<file path="src/refcounted_slot_pool_unit_macros.svh">
// Assertion macros for the reference-counted slot pool.
`ifndef REFCOUNTED_SLOT_POOL_UNIT_MACROS_SVH
`define REFCOUNTED_SLOT_POOL_UNIT_MACROS_SVH
`ifndef SYNTHESIS
// same-cycle implication
`define RSPU_ASSERT_IMPL(label, clk, rst, ante, cons) \
   label: assert property (@(posedge clk) disable iff (rst) (ante) |-> (cons)) \
      else $error("rspu check failed");
// next-cycle implication
`define RSPU_ASSERT_NEXT(label, clk, rst, ante, cons) \
   label: assert property (@(posedge clk) disable iff (rst) (ante) |=> (cons)) \
      else $error("rspu check failed");
`else
`define RSPU_ASSERT_IMPL(label, clk, rst, ante, cons)
`define RSPU_ASSERT_NEXT(label, clk, rst, ante, cons)
`endif
`endif

</file>
<file path="src/rspu_pkg.sv">
// Shared types and constants for the reference-counted slot pool.
package rspu_pkg;

   localparam int DEF_SLOT_COUNT = 16;
   localparam int DEF_COUNT_BITS = 8;

   localparam int KIND_W   = 2;
   localparam int SLOT_W   = 4;
   localparam int STATUS_W = 2;
   localparam int PREV_W   = 8;
   localparam int POOL_W   = 5;

   // acquire search never goes past what the slot field can name
   localparam int SEARCH_MAX = 16;

   localparam logic [POOL_W-1:0] POOL_RESET = 5'd16;

   // request kinds
   localparam logic [KIND_W-1:0] KIND_ACQUIRE = 2'd0;
   localparam logic [KIND_W-1:0] KIND_ADD     = 2'd1;
   localparam logic [KIND_W-1:0] KIND_DROP    = 2'd2;

   // response status codes
   localparam logic [STATUS_W-1:0] STATUS_OK        = 2'd0;
   localparam logic [STATUS_W-1:0] STATUS_NOT_FOUND = 2'd1;
   localparam logic [STATUS_W-1:0] STATUS_SATURATED = 2'd2;

   // outcome of the free-slot search
   typedef struct packed {
      logic              found;
      logic [SLOT_W-1:0] slot;
   } search_result_type;

endpackage

</file>
<file path="src/refcounted_slot_pool_unit.sv">
// Reference-counted slot pool: per-slot counts kept in a synchronous memory.
// The result strobe rsp_valid is registered from the execute state, which the accepting edge enters.
// A new request is accepted only when idle, after the read-modify-write of the count memory is done.
// busy is high for the one cycle in which the memory is updated.
// Reset clears all counts at once through per-slot in-use flags; no clearing pass.
// The receiver cannot stall: rsp_valid marks each word for exactly one cycle.
`include "refcounted_slot_pool_unit_macros.svh"

module refcounted_slot_pool_unit
   import rspu_pkg::*;
#(
   parameter int SLOT_COUNT = DEF_SLOT_COUNT,
   parameter int COUNT_BITS = DEF_COUNT_BITS
) (
   input  logic                clock,
   input  logic                reset,
   // request channel
   input  logic                start,
   output logic                busy,
   input  logic [KIND_W-1:0]   req_kind,
   input  logic [SLOT_W-1:0]   req_slot_index,
   // response channel
   output logic                rsp_valid,
   output logic [STATUS_W-1:0] rsp_status,
   output logic [SLOT_W-1:0]   rsp_granted_slot,
   output logic [PREV_W-1:0]   rsp_previous_count,
   // configuration
   input  logic                csr_write_enable,
   input  logic [POOL_W-1:0]   csr_write_data
);

   localparam int ADDR_W = (SLOT_COUNT > 1) ? $clog2(SLOT_COUNT) : 1;

   localparam logic [0:0] S_IDLE = 1'b0;
   localparam logic [0:0] S_EXEC = 1'b1;

   logic [0:0]            state_ff, state_in;
   logic [POOL_W-1:0]     pool_size_ff;
   logic [SLOT_COUNT-1:0] in_use_ff, in_use_in;

   logic [KIND_W-1:0]     kind_ff;
   logic [ADDR_W-1:0]     addr_ff;
   logic                  in_range_ff;
   search_result_type     search_ff;
   search_result_type     search;

   logic                  accept;
   logic [ADDR_W+SLOT_W-1:0] idx_ext, free_ext;
   logic [ADDR_W-1:0]     idx_addr, free_addr, rd_addr;
   logic                  in_range;

   logic [COUNT_BITS-1:0] rd_data, count;
   logic                  wr_en;
   logic [COUNT_BITS-1:0] wr_data;
   logic [COUNT_BITS+PREV_W-1:0] count_ext;

   logic                  rsp_valid_ff;
   logic [STATUS_W-1:0]   status_ff, status_in;
   logic [SLOT_W-1:0]     granted_ff, granted_in;
   logic [PREV_W-1:0]     prev_ff, prev_in;

   assign accept = start && (state_ff == S_IDLE);
   assign busy   = (state_ff == S_EXEC);

   // free-slot search over the in-use flags
   rspu_free_search #(
      .SLOT_COUNT (SLOT_COUNT)
   ) u_search (
      .in_use    (in_use_ff),
      .pool_size (pool_size_ff),
      .result    (search)
   );

   // memory addresses from the 4-bit slot fields
   assign idx_ext   = {{ADDR_W{1'b0}}, req_slot_index};
   assign free_ext  = {{ADDR_W{1'b0}}, search.slot};
   assign idx_addr  = idx_ext[ADDR_W-1:0];
   assign free_addr = free_ext[ADDR_W-1:0];
   assign rd_addr   = (req_kind == KIND_ACQUIRE) ? free_addr : idx_addr;
   assign in_range  = (32'(req_slot_index) < 32'(SLOT_COUNT));

   rspu_count_ram #(
      .DEPTH  (SLOT_COUNT),
      .WIDTH  (COUNT_BITS),
      .ADDR_W (ADDR_W)
   ) u_ram (
      .clock   (clock),
      .wr_en   (wr_en),
      .wr_addr (addr_ff),
      .wr_data (wr_data),
      .rd_en   (accept),
      .rd_addr (rd_addr),
      .rd_data (rd_data)
   );

   // a slot not in use reads as zero, which covers counts never written
   assign count     = in_use_ff[addr_ff] ? rd_data : '0;
   assign count_ext = {{PREV_W{1'b0}}, count};

   // state machine
   always_comb begin
      state_in = state_ff;
      unique case (state_ff)
         S_IDLE: begin
            if (accept) begin
               state_in = S_EXEC;
            end
         end
         S_EXEC: begin
            state_in = S_IDLE;
         end
         default: begin
            state_in = S_IDLE;
         end
      endcase
   end

   // update of the addressed count and the response word
   always_comb begin
      wr_en      = 1'b0;
      wr_data    = count;
      in_use_in  = in_use_ff;
      status_in  = STATUS_NOT_FOUND;
      granted_in = '0;
      prev_in    = '0;
      if (state_ff == S_EXEC) begin
         unique case (kind_ff)
            KIND_ACQUIRE: begin
               if (search_ff.found) begin
                  wr_en              = 1'b1;
                  wr_data            = COUNT_BITS'(1);
                  in_use_in[addr_ff] = 1'b1;
                  status_in          = STATUS_OK;
                  granted_in         = search_ff.slot;
               end
            end
            KIND_ADD: begin
               if (in_range_ff) begin
                  prev_in = count_ext[PREV_W-1:0];
                  if (&count) begin
                     status_in = STATUS_SATURATED;
                  end else begin
                     wr_en              = 1'b1;
                     wr_data            = count + COUNT_BITS'(1);
                     in_use_in[addr_ff] = 1'b1;
                     status_in          = STATUS_OK;
                  end
               end
            end
            KIND_DROP: begin
               if (in_range_ff && (count != '0)) begin
                  prev_in            = count_ext[PREV_W-1:0];
                  wr_en              = 1'b1;
                  wr_data            = count - COUNT_BITS'(1);
                  in_use_in[addr_ff] = (count != COUNT_BITS'(1));
                  status_in          = STATUS_OK;
               end
            end
            default: begin
               status_in = STATUS_NOT_FOUND;
            end
         endcase
      end
   end

   // control registers
   always_ff @(posedge clock) begin
      if (reset) begin
         state_ff     <= S_IDLE;
         pool_size_ff <= POOL_RESET;
         in_use_ff    <= '0;
         rsp_valid_ff <= 1'b0;
      end else begin
         state_ff     <= state_in;
         in_use_ff    <= in_use_in;
         rsp_valid_ff <= (state_ff == S_EXEC);
         if (csr_write_enable) begin
            pool_size_ff <= csr_write_data;
         end
      end
   end

   // request capture
   always_ff @(posedge clock) begin
      if (accept) begin
         kind_ff     <= req_kind;
         addr_ff     <= rd_addr;
         in_range_ff <= in_range;
         search_ff   <= search;
      end
   end

   // response word
   always_ff @(posedge clock) begin
      if (state_ff == S_EXEC) begin
         status_ff  <= status_in;
         granted_ff <= granted_in;
         prev_ff    <= prev_in;
      end
   end

   assign rsp_valid          = rsp_valid_ff;
   assign rsp_status         = status_ff;
   assign rsp_granted_slot   = granted_ff;
   assign rsp_previous_count = prev_ff;

   // checks
   `RSPU_ASSERT_NEXT(a_accept_busy, clock, reset, start && !busy, busy)
   `RSPU_ASSERT_NEXT(a_exec_responds, clock, reset, busy, rsp_valid && !busy)
   `RSPU_ASSERT_IMPL(a_grant_in_pool, clock, reset, rsp_valid && (rsp_status == STATUS_OK) && (rsp_granted_slot != '0), ({1'b0, rsp_granted_slot} < pool_size_ff) || (kind_ff != KIND_ACQUIRE))

endmodule

</file>
<file path="src/rspu_count_ram.sv">
// Count memory: one write port, one read port with registered read data.
module rspu_count_ram
   import rspu_pkg::*;
#(
   parameter int DEPTH  = DEF_SLOT_COUNT,
   parameter int WIDTH  = DEF_COUNT_BITS,
   parameter int ADDR_W = 4
) (
   input  logic              clock,
   input  logic              wr_en,
   input  logic [ADDR_W-1:0] wr_addr,
   input  logic [WIDTH-1:0]  wr_data,
   input  logic              rd_en,
   input  logic [ADDR_W-1:0] rd_addr,
   output logic [WIDTH-1:0]  rd_data
);

   logic [WIDTH-1:0] mem [DEPTH];
   logic [WIDTH-1:0] rd_data_ff;

   // write port
   always_ff @(posedge clock) begin
      if (wr_en) begin
         mem[wr_addr] <= wr_data;
      end
   end

   // read port, registered read data
   always_ff @(posedge clock) begin
      if (rd_en) begin
         rd_data_ff <= mem[rd_addr];
      end
   end

   assign rd_data = rd_data_ff;

endmodule

</file>
<file path="src/rspu_free_search.sv">
// Lowest free slot below the pool size, from the per-slot in-use flags.
module rspu_free_search
   import rspu_pkg::*;
#(
   parameter int SLOT_COUNT = DEF_SLOT_COUNT
) (
   input  logic [SLOT_COUNT-1:0] in_use,
   input  logic [POOL_W-1:0]     pool_size,
   output search_result_type     result
);

   localparam int SEARCH_N = (SLOT_COUNT < SEARCH_MAX) ? SLOT_COUNT : SEARCH_MAX;

   // priority encoder, lowest index wins
   always_comb begin
      result.found = 1'b0;
      result.slot  = '0;
      for (int i = SEARCH_N - 1; i >= 0; i--) begin
         if (!in_use[i] && (POOL_W'(i) < pool_size)) begin
            result.found = 1'b1;
            result.slot  = SLOT_W'(i);
         end
      end
   end

endmodule

</file>
<file path="config.mk">
export PLATFORM = sky130hd
export DESIGN_NAME = refcounted_slot_pool_unit
export DESIGN_NICKNAME = d
export VERILOG_FILES = /design/src/rspu_pkg.sv /design/src/refcounted_slot_pool_unit.sv /design/src/rspu_count_ram.sv /design/src/rspu_free_search.sv
export VERILOG_INCLUDE_DIRS = /design/src /design/src/src
export SDC_FILE = /design/constraint.sdc
export NUM_CORES = 1
export LEC_CHECK = 0
export BUFFER_PORTS_ARGS = -buffer_cell sky130_fd_sc_hd__buf_2
export CAP_MARGIN = 20
export CORE_ASPECT_RATIO = 0.6
export CORE_MARGIN = 1.5
export CORE_UTILIZATION = 57
export CTS_BUF_LIST = sky130_fd_sc_hd__clkbuf_4
export DETAILED_ROUTE_END_ITERATION = 8
export GPL_TIMING_DRIVEN = 0
export PLACE_DENSITY = 0.76
export SYNTH_ARGS = -nofsm -noshare
export SYNTH_HDL_FRONTEND = slang
export SYNTH_SLANG_ARGS = --single-unit
</file>
<file path="constraint.sdc">
create_clock -name clock -period 4.4 [get_ports clock]
set_clock_uncertainty 0.2 [all_clocks]
set_input_delay 0.44 -clock clock [delete_from_list [all_inputs] [get_ports clock]]
set_output_delay 0.44 -clock clock [all_outputs]
set_load 0.01 [all_outputs]
</file>
# --- After elaboration in Yosys (flattened, before gate mapping) ---
# Memories as Yosys holds them, arrays and structs flattened. A register that Yosys moved wholly into a read port is not among the register bits.
# Index checks and enable logic that the tools add are counted.
op_classes:
  n_div: 0
  reduce_logical: 42
  bitwise_logic: 2
  eq_ne: 6
  n_mux: 47
  n_lt_le_gt_ge: 18
  shift: 0
  add_sub_neg: 2
  mul: 0
ops:
  columns: ["op", "n"]
  rows:
  - ["$mux W4", 16]
  - ["$mux W16", 3]
  - ["$mux W8", 6]
  - ["$pmux W16 S3", 1]
  - ["$lt A4 B5 Y1 const A", 8]
  - ["$pmux W8 S3", 1]
  - ["$lt A3 B5 Y1 const A", 4]
  - ["$logic_and A1 B1 Y1", 18]
  - ["$bwmux W16", 1]
  - ["$logic_not A1 Y1", 16]
  - ["$or A16 B16 Y16", 1]
  - ["$pmux W8 S2", 1]
  - ["$reduce_or A15 Y1", 1]
  - ["$mux W1", 11]
  - ["$lt A1 B5 Y1 const A", 2]
  - ["$lt A2 B5 Y1 const A", 2]
  - ["$add A8 B1 Y8 const B", 1]
  - ["$ne A8 B1 Y1 const B", 1]
  - ["$reduce_and A8 Y1", 1]
  - ["$reduce_bool A8 Y1", 1]
  - ["$sub A8 B1 Y8 const B", 1]
  - ["$ne A2 B2 Y1 const B", 3]
  - ["$pmux W2 S3", 1]
  - ["$lt A4 B5 Y1 const B", 1]
  - ["other kinds (14)", 15]
totals:
  latchBits: 0
  in_bits: 15
  ff_bits: 48
  out_inout_bits: 16
  rom_bits: 0
  mem_count: 1
  ramBits: 128
  elab_cells: 129
mem_list:
  columns: ["memory", "words", "word_bits", "read_ports", "rd_ports_with_merged_regs", "wr", "line", "text"]
  rows:
  - ["u_ram.mem", 16, 8, 1, 1, 1, "rspu_count_ram.sv:18", "logic [WIDTH-1:0] mem [DEPTH];"]

# --- Longest topological paths before layout ---
# Gate-level depths: netlist of run 1.
logic_depth:
  word_depth: 19
  mapped_depth: 15
  depth_no_buf: 12

# --- Cells and area by module ---
# Synthesis of run 1 repeated with hierarchy kept, for this count alone.
unflattened:
  cells_unflattened: 590
  hier_area_um2: 8488.1
by_module_without_submodules:
  columns: ["module", "instances", "cells_each", "seq_area_each_um2", "area_each_um2"]
  rows:
  - ["rspu_count_ram", 1, 229, 4083.9, 5227.5]
  - ["refcounted_slot_pool_unit", 1, 294, 1211.2, 2824.0]
  - ["rspu_free_search", 1, 67, 0.0, 436.7]

# --- Worst setup path before layout of run 1 ---
# No wires, ideal clock.
synth_timing:
  path_type: "register -> register"
  start: "register addr_ff[0]"
  end: "memory u_ram.mem[0][5] (netlist name), data pin"
  setup_ns: 0.330
  path_stages_with_launch: 14
  path_buffers: 2
  synth_period_minus_slack_ns: 4.092
  t_required_ns: 3.870
  t_arrival_ns: 3.562
  path_slack_ns: 0.308
  path_cell_list: "edfxtp_1 buf_6 mux4_2 mux4_2 clkbuf_1 nand2_1 inv_1 ha_1 nand2_1 nor4_2 nor2_1 nand3_1 xor2_1 o21ai_0"
synth_via:
  elab_chain_cells: 7
  elab_cells_between_ends: 12
  classes_between: "add/sub: 2; mux: 8; reduce/logical: 2"
synth_lines:
  columns: ["item", "line", "text"]
  rows:
  - ["start: declaration", "refcounted_slot_pool_unit.sv:42", "logic [ADDR_W-1:0] addr_ff;"]
  - ["start signal: assignment", "refcounted_slot_pool_unit.sv:187", "addr_ff <= rd_addr;"]
  - ["$bmux W1 S4 (*)", "refcounted_slot_pool_unit.sv:97", "assign count = in_use_ff[addr_ff] ? rd_data : '0;"]
  - ["$mux W1 (not written as such) (*)", "refcounted_slot_pool_unit.sv:97", null]
  - ["$mux W8 (*)", "refcounted_slot_pool_unit.sv:97", null]
  - ["$sub A8 B1 Y8 (tied with other cells)", "refcounted_slot_pool_unit.sv:154", "wr_data = count - COUNT_BITS'(1);"]
  - ["$mux W8, on equally long branches", "refcounted_slot_pool_unit.sv:151, refcounted_slot_pool_unit.sv:140", null]
  - ["$pmux W8 S3", "refcounted_slot_pool_unit.sv:127", "unique case (kind_ff)"]
  - ["$mux W8 (*)", "refcounted_slot_pool_unit.sv:126", "if (state_ff == S_EXEC) begin"]
  - ["via u_ram.wr_data[5]", "rspu_count_ram.sv:12", "input logic [WIDTH-1:0] wr_data,"]
  - ["end: declaration", "rspu_count_ram.sv:18", null]
# The timed path passes the listed nets; every way through them passes the cells marked *. The select of a mux whose other input is x is not followed.

# --- Final worst setup path of run 1 ---
layout_timing:
  start: "register addr_ff[1]"
  end: "memory u_ram.mem[5][5] (netlist name) (enable)"
layout_via:
  elab_chain_cells: 9
  elab_cells_between_ends: 11
  classes_between: "mux: 9; reduce/logical: 2"
layout_lines:
  columns: ["item", "line", "text"]
  rows:
  - ["$bmux W1 S4", "refcounted_slot_pool_unit.sv:97", null]
  - ["$mux W1 (not written as such)", "refcounted_slot_pool_unit.sv:97", null]
  - ["$mux W8", "refcounted_slot_pool_unit.sv:97", null]
  - ["$reduce_bool A8 Y1 or $reduce_and A8 Y1 (tied branches)", "refcounted_slot_pool_unit.sv:151, refcounted_slot_pool_unit.sv:140", null]
  - ["$mux W1, on equally long branches", "refcounted_slot_pool_unit.sv:151, refcounted_slot_pool_unit.sv:140", null]
  - ["$pmux W1 S3", "refcounted_slot_pool_unit.sv:127", null]
  - ["$mux W1", "refcounted_slot_pool_unit.sv:126", null]
  - ["$mux W1", "rspu_count_ram.sv:23", "if (wr_en) begin"]
  - ["$mux W1 (not written as such)", "rspu_count_ram.sv:24", "mem[wr_addr] <= wr_data;"]
# Parallel ways exist; a longest one is shown, timed or not. The select of a mux whose other input is x is not followed.

==> reports/metrics.cfg, run 1 <==
[outcome]
outcome=finished, final reports clean

[placed_design]
numPortBuffers=29
gp_congestion=0.943
dp_hpwl_mm=15.3
place_ws_ns=-0.716

[power_and_ir_drop]
power.leakage_nw=3.29
vdd.ir_drop.worst_mv=0.176
pwr_density_cell_mw_per_mm2=328
finalPower_w=0.00324

[sta]
period_minus_slack_ns=4.31
slew_headroom_pct=35.7
hold_violations=0
tightest_slew_ns=0.960
fmax_ghz=0.232
finalCritPeriodShare_pct=98.1
fin_setup_tns_ns=0
setup_viol=0
holdWs_ns=0.115
fin_ws_ns=0.0856
finalMaxSlewViolations=0

[synthesis]
ys_seq_elements=184
syn_nets=717
avgSynthCellArea_sq_um=12.5
synth_edf_count=161
yosysUniqueCellTypes=60
syn-cell-area_sq_mm=0.00866
yosys_warnings=0
synth-seq-area-share_pct=61.2
synth_flop_cell=edfxtp_1
synth_cells=694
async_flop_share_pct=0

[flow_run]
drv_cap=0

[global_routing]
antenna_found_initial=0
grt_pass1_wl_mm=33.0
grt_pass1_vias=5805
grt_overflow_total=0
grt_use_total_pct=28.1
grt_start_max_net_pins=21

[final_layout]
syn_to_final_growth_pct=14.2
final_common_cell=edfxtp_1
final_cell_mix=edfxtp_1, nand2_1, buf_2
antennaDiodeCount=0
final_core_util_pct=67.3
fin_nets=794
drive_above_1_share_pct=21.6

[floorplanning]
pin_count=31
core_sq_mm=0.0147
start_util_pct=59.0
rows=34
die-area_sq_mm=0.0160
die_h_um=98.5
die_x_um=162

[clock_network]
htree_levels=4
cts_made_buffers=17
root_buffer=clkbuf_4
tritoncts=built
clock_latency_ns=0.57
cts_sinks=184
clk_pin_slew_worst_paths_ns=0.18
cts_buffer_depth=2

[worst_setup_path]
crit_path_max_incr_delay_ns=0.55
crit_type=flop to flop
crit_path_max_fanout=10
crit_arrival_ns=4.39
cp_slowest_cell=mux4_2
crit_path_end_kind=flop
worst-endpoint-required_ns=4.48
cp_cell_sequence=buf_2 > mux4_2 > mux4_2 > clkbuf_4 > nand2_2 > inv_1 > ha_1 > nand2_2 > nor3_4 > nand2_1 > a222oi_1 > nand2b_1 > buf_4 > buf_8 > nor2_4 > buf_12
crit_path_start_kind=flop

[route]
vias=6359
wl_mm=21.6
drtAntennaViolNets=0
drtIter0Drc=800
avgRoutedWirePerCell_um=22.0
vias_per_cell=6.48
first_pass_iters=6
drc_errors=0

[min_path]
hold_path_class=input pin to flop

## layout make-up
type                    count  area, sq um
clock inverters            15          176
inverters                  14         52.6
well taps                 198          248
repair buffers             58          498
plain buffers              47          244
multi-input cells         449         3240
clock buffers              17          128
fillers                  1026         4790
flip-flops and latches    184         5300
## layer usage
layer	vias to the layer above	GRT usage, %	share of wire [%]
met3	35	9.97	14
met5	-	0	0
li1	2820	-	-
met1	3080	43.2	44
met4	0	4.94	0.96
met2	424	38.9	42
## through the flow
| step | area (sq um) | cells |
|---|---|---|
| 6_report | 9880 | 982 |
| 5_1_grt | 9880 | 982 |
| 4_1_cts | 9750 | 976 |
| 3_5_place_dp | 9100 | 927 |
| 3_3_place_gp | 9050 | 921 |
| 2_1_floorplan | 8660 | 694 |
## worst max-delay path: cells and delay by family (launching register included)
kind	cells	cell delay, ns
muxes	2	0.91
AOI/OAI and AO/OA	1	0.11
adders and majority gates	1	0.22
DFF	1	0.54
buffers and inverters	6	1.15
and+or+nand+nor	6	0.88
## timing repair
item / CTS / global route
gates resized for setup: 38 / 7
hold buffers: 9 / 0
pin swaps: 9 / 5
setup endpoints to repair: 171 / 152
buffers inserted: 8 / 6
hold endpoints to repair: 9 / 0
## synthesized netlist by cell type, drive strengths merged (6+ instances only)
cell      n  area (sq um)
edfxtp  161          4830
nand2    69           267
nor2     50           195
mux2i    33           330
mux2     29           327
a21oi    28           140
o211ai   28           210
buf      25           148
dfxtp    23           460
clkbuf   22          82.6
o21ai    20           100
nand3    18          90.1
a211oi   15           113
nor2b    15          93.8
a31oi    14          87.6
inv      14          52.6
nor3     12          60.1
nand4    10          62.6
nand2b    9          56.3
ha        8           100
mux4      7           165
a21o      6          45.0
a221oi    6          71.3
and2      6          37.5
## kinds of logic after synthesis
kind of cell,after synthesis,share of synthesized area (%)
and+or+nand+nor,211,11.7
DFF,184,61.2
AOI/OAI and AO/OA,155,12.6
muxes,69,9.50
buffers and inverters,61,3.27
adders and majority gates,8,1.16
xor gates and xnor gates,6,0.607
## worst paths after layout
| path | from | to | slack (ns) | cells after the start |
|---|---|---|---|---|
| worst max-delay path | addr_ff[1] | u_ram.mem[5][5] | 0.09 | 16 |
| worst min-delay path | csr_write_enable | pool_size_ff[1] | 0.11 | 3 |
| worst max register to register | addr_ff[1] | u_ram.mem[5][5] | 0.09 | 16 |
| worst min register to register | search_ff[0] | rsp_granted_slot[0] | 0.38 | 1 |
## sequential cells by signal (all words and copies together) (netlist names)
register            cells
u_ram.mem             128
kind_ff                 2
pool_size_ff            5
in_use_ff              16
busy                    1
rsp_granted_slot        4
search_ff               5
addr_ff                 4
rsp_status              2
u_ram.rd_data           8
rsp_previous_count      8
rsp_valid               1
## power by group
part,internal [W],total [W],switching (W)
logic,0.000121,0.000332,0.000210
registers,0.00191,0.00193,0.0000225
clock network,0.000317,0.000980,0.000663
No activity file was read; power rests on OpenSTA's default activity.
==> run 2, diff against run 1 <==
Settings changed: PLACE_DENSITY 0.76 to 0.74.
Clock period 4.4 ns to 5 ns, I/O delays scaled along.
==> run 2 against run 1 <==
Compared with the run above:
- the flow now finishes with violations (negative setup slack)
- cell area shrank 3.1%
- sequential power decreased by 12%
- worst hold slack better by 0.047 ns
- core utilization shrank 2.1 points
- critical path depth fell by 1
- worst setup slack worse by 0.11 ns
- first-iteration DRC count grew 2.3%
==> reports/metrics.cfg, run 2 (synthesized netlist as in run 1, its figures left out) <==
[outcome]
outcome=finished with violations
failed_checks=negative setup slack

[sta]
tightest_slew_ns=0.989  ; +0.0292 ns
period_minus_slack_ns=5.02  ; +0.706 ns
rsz0062_at_grt=true
hold_violations=0  ; unchanged
finalMaxSlewViolations=0  ; unchanged
fin_ws_ns=-0.0206  ; -0.106 ns
setup_viol=6  ; +6
slew_headroom_pct=34.0  ; -1.7 points
finalCritPeriodShare_pct=100  ; +2.4 points
fmax_ghz=0.199  ; -14%

[final_layout]
drive_above_1_share_pct=19.1  ; -2.5 points
final_core_util_pct=65.2  ; -2.1 points
syn_to_final_growth_pct=10.6
reg_top3=u_ram.mem (128), in_use_ff (16)
fin_area_sq_mm=0.00957  ; -3.1%
final_common_cell=edfxtp_1
regMostFlops=u_ram.mem
largest_reg_flops=128  ; unchanged
fin_nets=781  ; -1.6%
antennaDiodeCount=0  ; unchanged
final_cell_mix=edfxtp_1, nand2_1, buf_2

[worst_setup_path]
cp_slowest_cell=mux4_2
path_common_cell=nand2_1
worst-endpoint-required_ns=5.00  ; +0.52 ns
crit_arrival_ns=5.02  ; +0.63 ns
cp_cell_sequence=buf_6 > mux4_2 > mux4_2 > clkbuf_2 > nand2_1 > inv_1 > ha_1 > nand2_1 > nor3_1 > nand2_1 > a222oi_1 > nand2b_1 > buf_2 > buf_4 > nor2_2
crit_path_max_incr_delay_ns=0.61  ; +0.06 ns
crit_path_end_kind=flop
crit_path_max_fanout=10  ; unchanged
crit_path_start_kind=flop
crit_type=flop to flop

[route]
avgRoutedWirePerCell_um=22.3  ; +1.5%
drtIter0Drc=818  ; +2.3%
drc_errors=0  ; unchanged
drtAntennaViolNets=0  ; unchanged
vias=6182  ; -2.8%
wl_mm=21.6  ; +0.19%
vias_per_cell=6.38  ; -1.5%
first_pass_iters=6  ; unchanged

[clock_network]
cts_sinks=184  ; unchanged
clk_pin_slew_worst_paths_ns=0.18  ; about the same
cts_made_buffers=17  ; unchanged
root_buffer=clkbuf_4
cts_buffer_depth=2  ; unchanged
tritoncts=built
clock_latency_ns=0.58  ; about the same
htree_levels=4  ; unchanged

[placed_design]
dp_hpwl_mm=15.7  ; +2.8%
numPortBuffers=29  ; unchanged
dpl-instance-area_sq_mm=0.00911  ; +0.15%
place_ws_ns=-0.121  ; +0.595 ns
gp_congestion=0.946  ; +0.36%

[power_and_ir_drop]
swShare_pct=28.7  ; +1.1 points
netSwitchingPower_w=0.000818  ; -8.7%
vdd.ir_drop.worst_mv=0.147  ; -16%
clkPwrFrac_pct=30.3  ; about the same
internal-power_w=0.00203  ; -14%
pwr-share-seq_pct=59.7  ; about the same
pwr_density_cell_mw_per_mm2=298  ; -9.3%
combPwrFrac_pct=10.0  ; -0.2 points
power.leakage_nw=3.16  ; -3.9%

[global_routing]
grt_overflow_total=0  ; unchanged
grt_start_max_net_pins=22  ; +4.8%
grt_use_total_pct=28.4  ; +0.31 points
grt_pass1_wl_mm=33.2  ; +0.79%
grt_pass1_vias=5793  ; -0.21%
antenna_found_initial=0  ; unchanged

[floorplanning]
rows=34  ; unchanged
die-area_sq_mm=0.0160  ; unchanged
pin_count=31  ; unchanged
die_h_um=98.5  ; unchanged
die_x_um=162  ; unchanged
start_util_pct=59.0  ; unchanged
core_sq_mm=0.0147  ; unchanged

[min_path]
hold_path_class=input pin to flop

[flow_run]
drv_cap=0  ; unchanged

[run 2: cell count changes in the layout (fill, tap and decap cells not counted), sizes merged]
cell      delta
clkinvlp     +1
buf         -13
bufinv       -1
[run 2: path summary, 6_finish.rpt]
path                      start                to  slack, ns  cells past startpoint
setup / recovery     addr_ff[0]  u_ram.mem[11][6]      -0.02                     15
hold / removal            start      search_ff[1]       0.16                      2
hold reg to reg   in_use_ff[12]     in_use_ff[12]       0.38                      2
setup reg to reg     addr_ff[0]  u_ram.mem[11][6]      -0.02                     15
[run 2: timing repair]
| item | in CTS | in global routing |
|---|---|---|
| endpoints found under the hold margin | 9 | 0 |
| gates resized for setup | 4 | 12 |
| pin swaps | 0 | 0 |
| setup endpoints to repair | 72 | 148 |
| hold buffers | 9 | 0 |
| setup buffers | 0 | 0 |
[run 2: worst max-delay path, delay by kind of cell (launching register included)]
family / cells / cell delay, ns
adder cells (fa/ha/maj): 1 / 0.22
flip-flops: 1 / 0.60
AND/OR/NAND/NOR: 6 / 1.40
buffers and inverters: 5 / 0.95
multiplexers: 2 / 1.16
AO/OA/AOI/OAI: 1 / 0.11
[run 2: routing by layer]
metal  vias to the layer above  wire length [um]  global-route usage (%)
li1                       2795                 -                       -
met1                      3004             10000                    44.5
met2                       357              8710                    37.1
met3                        26              2680                    10.4
met4                         0               189                    7.13
met5                         -                 0                       0
[run 2: metrics by stage]
| stage | power (W) | instances | hold WS (ns) | TNS (ns) |
|---|---|---|---|---|
| finish | 0.00285 | 969 | 0.162 | -0.0507 |
| global route | 0.00294 | 969 | 0.108 | -9.77 |
| CTS | 0.00284 | 968 | 0.113 | -2.35 |
| detailed placement | 0.00200 | 927 | 0.351 | -3.66 |
| global placement | 0.00199 | 921 | 0.340 | -22.64 |
| floorplan | 0.00191 | 694 | 0.297 | 0 |
[run 2: area by class of cell]
class	instances	area, sq um
Multi-Input combinational cell	449	3130
Clock inverter	15	193
Buffer	47	231
Inverter	14	52.6
Tap cell	198	248
Fill cell	1119	5100
Clock buffer	17	128
Timing Repair Buffer	45	295
Sequential cell	184	5300
[run 2: power by group through the flow]
stage                     combinational [W]  clock, W  sequential, W
after floorplan                    0.000185         0        0.00173
after global placement             0.000260         0        0.00173
after detailed placement           0.000267         0        0.00173
after CTS                          0.000274  0.000868        0.00170
after global routing               0.000305  0.000927        0.00170
final                              0.000284  0.000864        0.00170
==> run 3, diff against run 2 <==
Settings changed: MAX_ROUTING_LAYER set to met4.
==> run 3 against run 2 <==
Compared with the run above:
- global-route usage increased by 1.1 points
- critical path depth decreased by 1
- routed wire length is 0.43% higher
- worst setup slack gained 0.28 ns
- register-to-register slack gained 0.28 ns
- via count fell by 0.50%
- the run now ends clean
- clock power shrank 6.3%
- largest cell class unchanged
- sequential power hardly changed
- maximum frequency up 5.9%
- power is 1.8% lower
==> reports/metrics.cfg, run 3 (synthesized netlist as in run 1, its figures left out) <==
[sta]
finalCritPeriodShare_pct=94.8  ; -5.6 points
finalMaxSlewViolations=0  ; unchanged
tightest_slew_ns=0.895  ; -0.0939 ns
fin_ws_ns=0.259  ; +0.280 ns
setup_viol=0  ; -6
fmax_ghz=0.211  ; +5.9%
rsz0062_at_grt=false
hold_violations=0  ; unchanged
fin_setup_tns_ns=0  ; +0.0507 ns
slew_headroom_pct=40.3  ; +6.3 points
period_minus_slack_ns=4.74  ; -0.280 ns

[clock_network]
clk_pin_slew_worst_paths_ns=0.16  ; -0.02 ns
clock_latency_ns=0.58  ; about the same
htree_levels=4  ; unchanged
root_buffer=clkbuf_4
cts_buffer_depth=2  ; unchanged
cts_made_buffers=17  ; unchanged
tritoncts=built
cts_sinks=184  ; unchanged

[final_layout]
final_common_cell=edfxtp_1
largest_reg_flops=128  ; unchanged
multi_input_area_sq_mm=0.00318  ; +1.5%
antennaDiodeCount=0  ; unchanged
final_core_util_pct=65.2  ; about the same
fin_nets=780  ; -0.13%
drive_above_1_share_pct=19.4  ; +0.28 points
stdcell_count=968  ; -0.10%
syn_to_final_growth_pct=10.5  ; about the same
regArea_sq_mm=0.00530  ; unchanged
regMostFlops=u_ram.mem
reg_top3=u_ram.mem (128), in_use_ff (16)
final_cell_mix=edfxtp_1, nand2_1, buf_2
n_fill_cell=1145  ; +2.3%

[worst_setup_path]
crit_path_max_fanout=12  ; +2
cp_num_buf_inv=5  ; unchanged
worst-endpoint-required_ns=5.22  ; +0.22 ns
crit_path_start_kind=flop
cp_cell_sequence=buf_6 > mux4_2 > mux4_2 > clkbuf_2 > nand2_1 > inv_1 > ha_1 > nand2_1 > nor4_2 > a21o_1 > nor2_4 > buf_4 > o221ai_1 > buf_4
crit_path_max_incr_delay_ns=0.56  ; -0.05 ns
crit_path_end_kind=flop
rr_worst_depth=14  ; -1
crit_type=flop to flop
cp_top_family=buffers and inverters
cp_slowest_cell=edfxtp_1
cp.depth=14  ; -1
crit_arrival_ns=4.96  ; -0.06 ns

[floorplanning]
rows=34  ; unchanged
die_h_um=98.5  ; unchanged
pin_count=31  ; unchanged
die-area_sq_mm=0.0160  ; unchanged
core_sq_mm=0.0147  ; unchanged
die_x_um=162  ; unchanged
start_util_pct=59.0  ; unchanged

[global_routing]
grt_use_total_pct=29.5  ; +1.1 points
grt_pass1_wl_mm=33.5  ; +0.79%
grt_start_max_net_pins=20  ; -9.1%
grt_pass1_vias=5881  ; +1.5%
grt_overflow_total=0  ; unchanged
antenna_found_initial=0  ; unchanged

[min_path]
hold_path_class=input pin to flop
min_path_cells=3  ; +1

[placed_design]
place_ws_ns=-0.0652  ; +0.0560 ns
dp_hpwl_mm=15.7  ; about the same
gp_congestion=0.926  ; -2.1%
numPortBuffers=29  ; unchanged
dp_cells=927  ; unchanged

[power_and_ir_drop]
power.leakage_nw=3.14  ; -0.66%
finalPower_w=0.00280  ; -1.8%
pwr_density_cell_mw_per_mm2=292  ; -1.8%
vdd.ir_drop.worst_mv=0.147  ; -0.49%

[route]
avgRoutedWirePerCell_um=22.4  ; +0.53%
drc_errors=0  ; unchanged
wl_mm=21.7  ; +0.43%
drtAntennaViolNets=0  ; unchanged
drtIter0Drc=630  ; -23%
vias=6151  ; -0.50%
first_pass_iters=5  ; -1
vias_per_cell=6.35  ; -0.40%

[flow_run]
drv_cap=0  ; unchanged

[outcome]
outcome=finished, final reports clean

-- run 3: cell types whose count changed in the layout (fill, tap and decap cells not counted), moves of 2 or more --
cell	delta
nor2_4	+8
clkinv_8	-5
nor2_1	-5
nor2_2	-3
clkinv_4	+2
inv_8	+2
-- run 3: routing by layer --
layer  vias up  global-route usage [%]  share of wire, %
met5         -                       -                 0
met4         0                    7.83               1.0
met3        23                    9.55                12
met2       292                    39.4                42
met1      3053                    43.3                45
li1       2783                       -                 -
-- run 3: final timing paths --
check	to	from	slack (ns)
hold / removal	busy	start	0.12
hold reg to reg	in_use_ff[4]	in_use_ff[4]	0.38
setup reg to reg	u_ram.mem[8][1]	addr_ff[0]	0.26
setup / recovery	u_ram.mem[8][1]	addr_ff[0]	0.26
-- run 3: area by class of cell --
class,instances,share of cell area (%)
tap,198,2.59
timing repair buffer,44,3.01
multi-input combinational,449,33.2
clock inverter,15,1.54
inverter,14,0.549
clock buffer,17,1.33
buffer,47,2.42
sequential,184,55.3
-- run 3: per-stage QoR --
| step | hold WS [ns] | instance area, sq um |
|---|---|---|
| after global placement | 0.343 | 9050 |
| after CTS | 0.104 | 9480 |
| final | 0.122 | 9570 |
| after detailed placement | 0.346 | 9110 |
| after global routing | 0.109 | 9570 |
| after floorplan | 0.297 | 8660 |
-- run 3: repair_timing --
item / CTS / global route
hold buffers: 9 / 0
hold endpoints to repair: 9 / 0
gates resized for setup: 1 / 27
buffers inserted: 0 / 0
setup endpoints to repair: 56 / 152
-- run 3: power breakdown --
group | internal, W | total, W | switching, W | leakage [nW]
clock network | 0.000228 | 0.000810 | 0.000582 | 0.149
registers | 0.00168 | 0.00170 | 0.0000194 | 1.63
logic | 0.000104 | 0.000287 | 0.000183 | 1.37
total | 0.00201 | 0.00280 | 0.000784 | 3.14
-- run 3: worst register-to-register path: stages (launching register included) --
cell	delay, ns
edfxtp_1	0.56
buf_6	0.21
mux4_2	0.36
mux4_2	0.39
clkbuf_2	0.26
nand2_1	0.20
inv_1	0.10
ha_1	0.18
nand2_1	0.14
nor4_2	0.49
a21o_1	0.40
nor2_4	0.07
buf_4	0.21
o221ai_1	0.53
buf_4	0.30
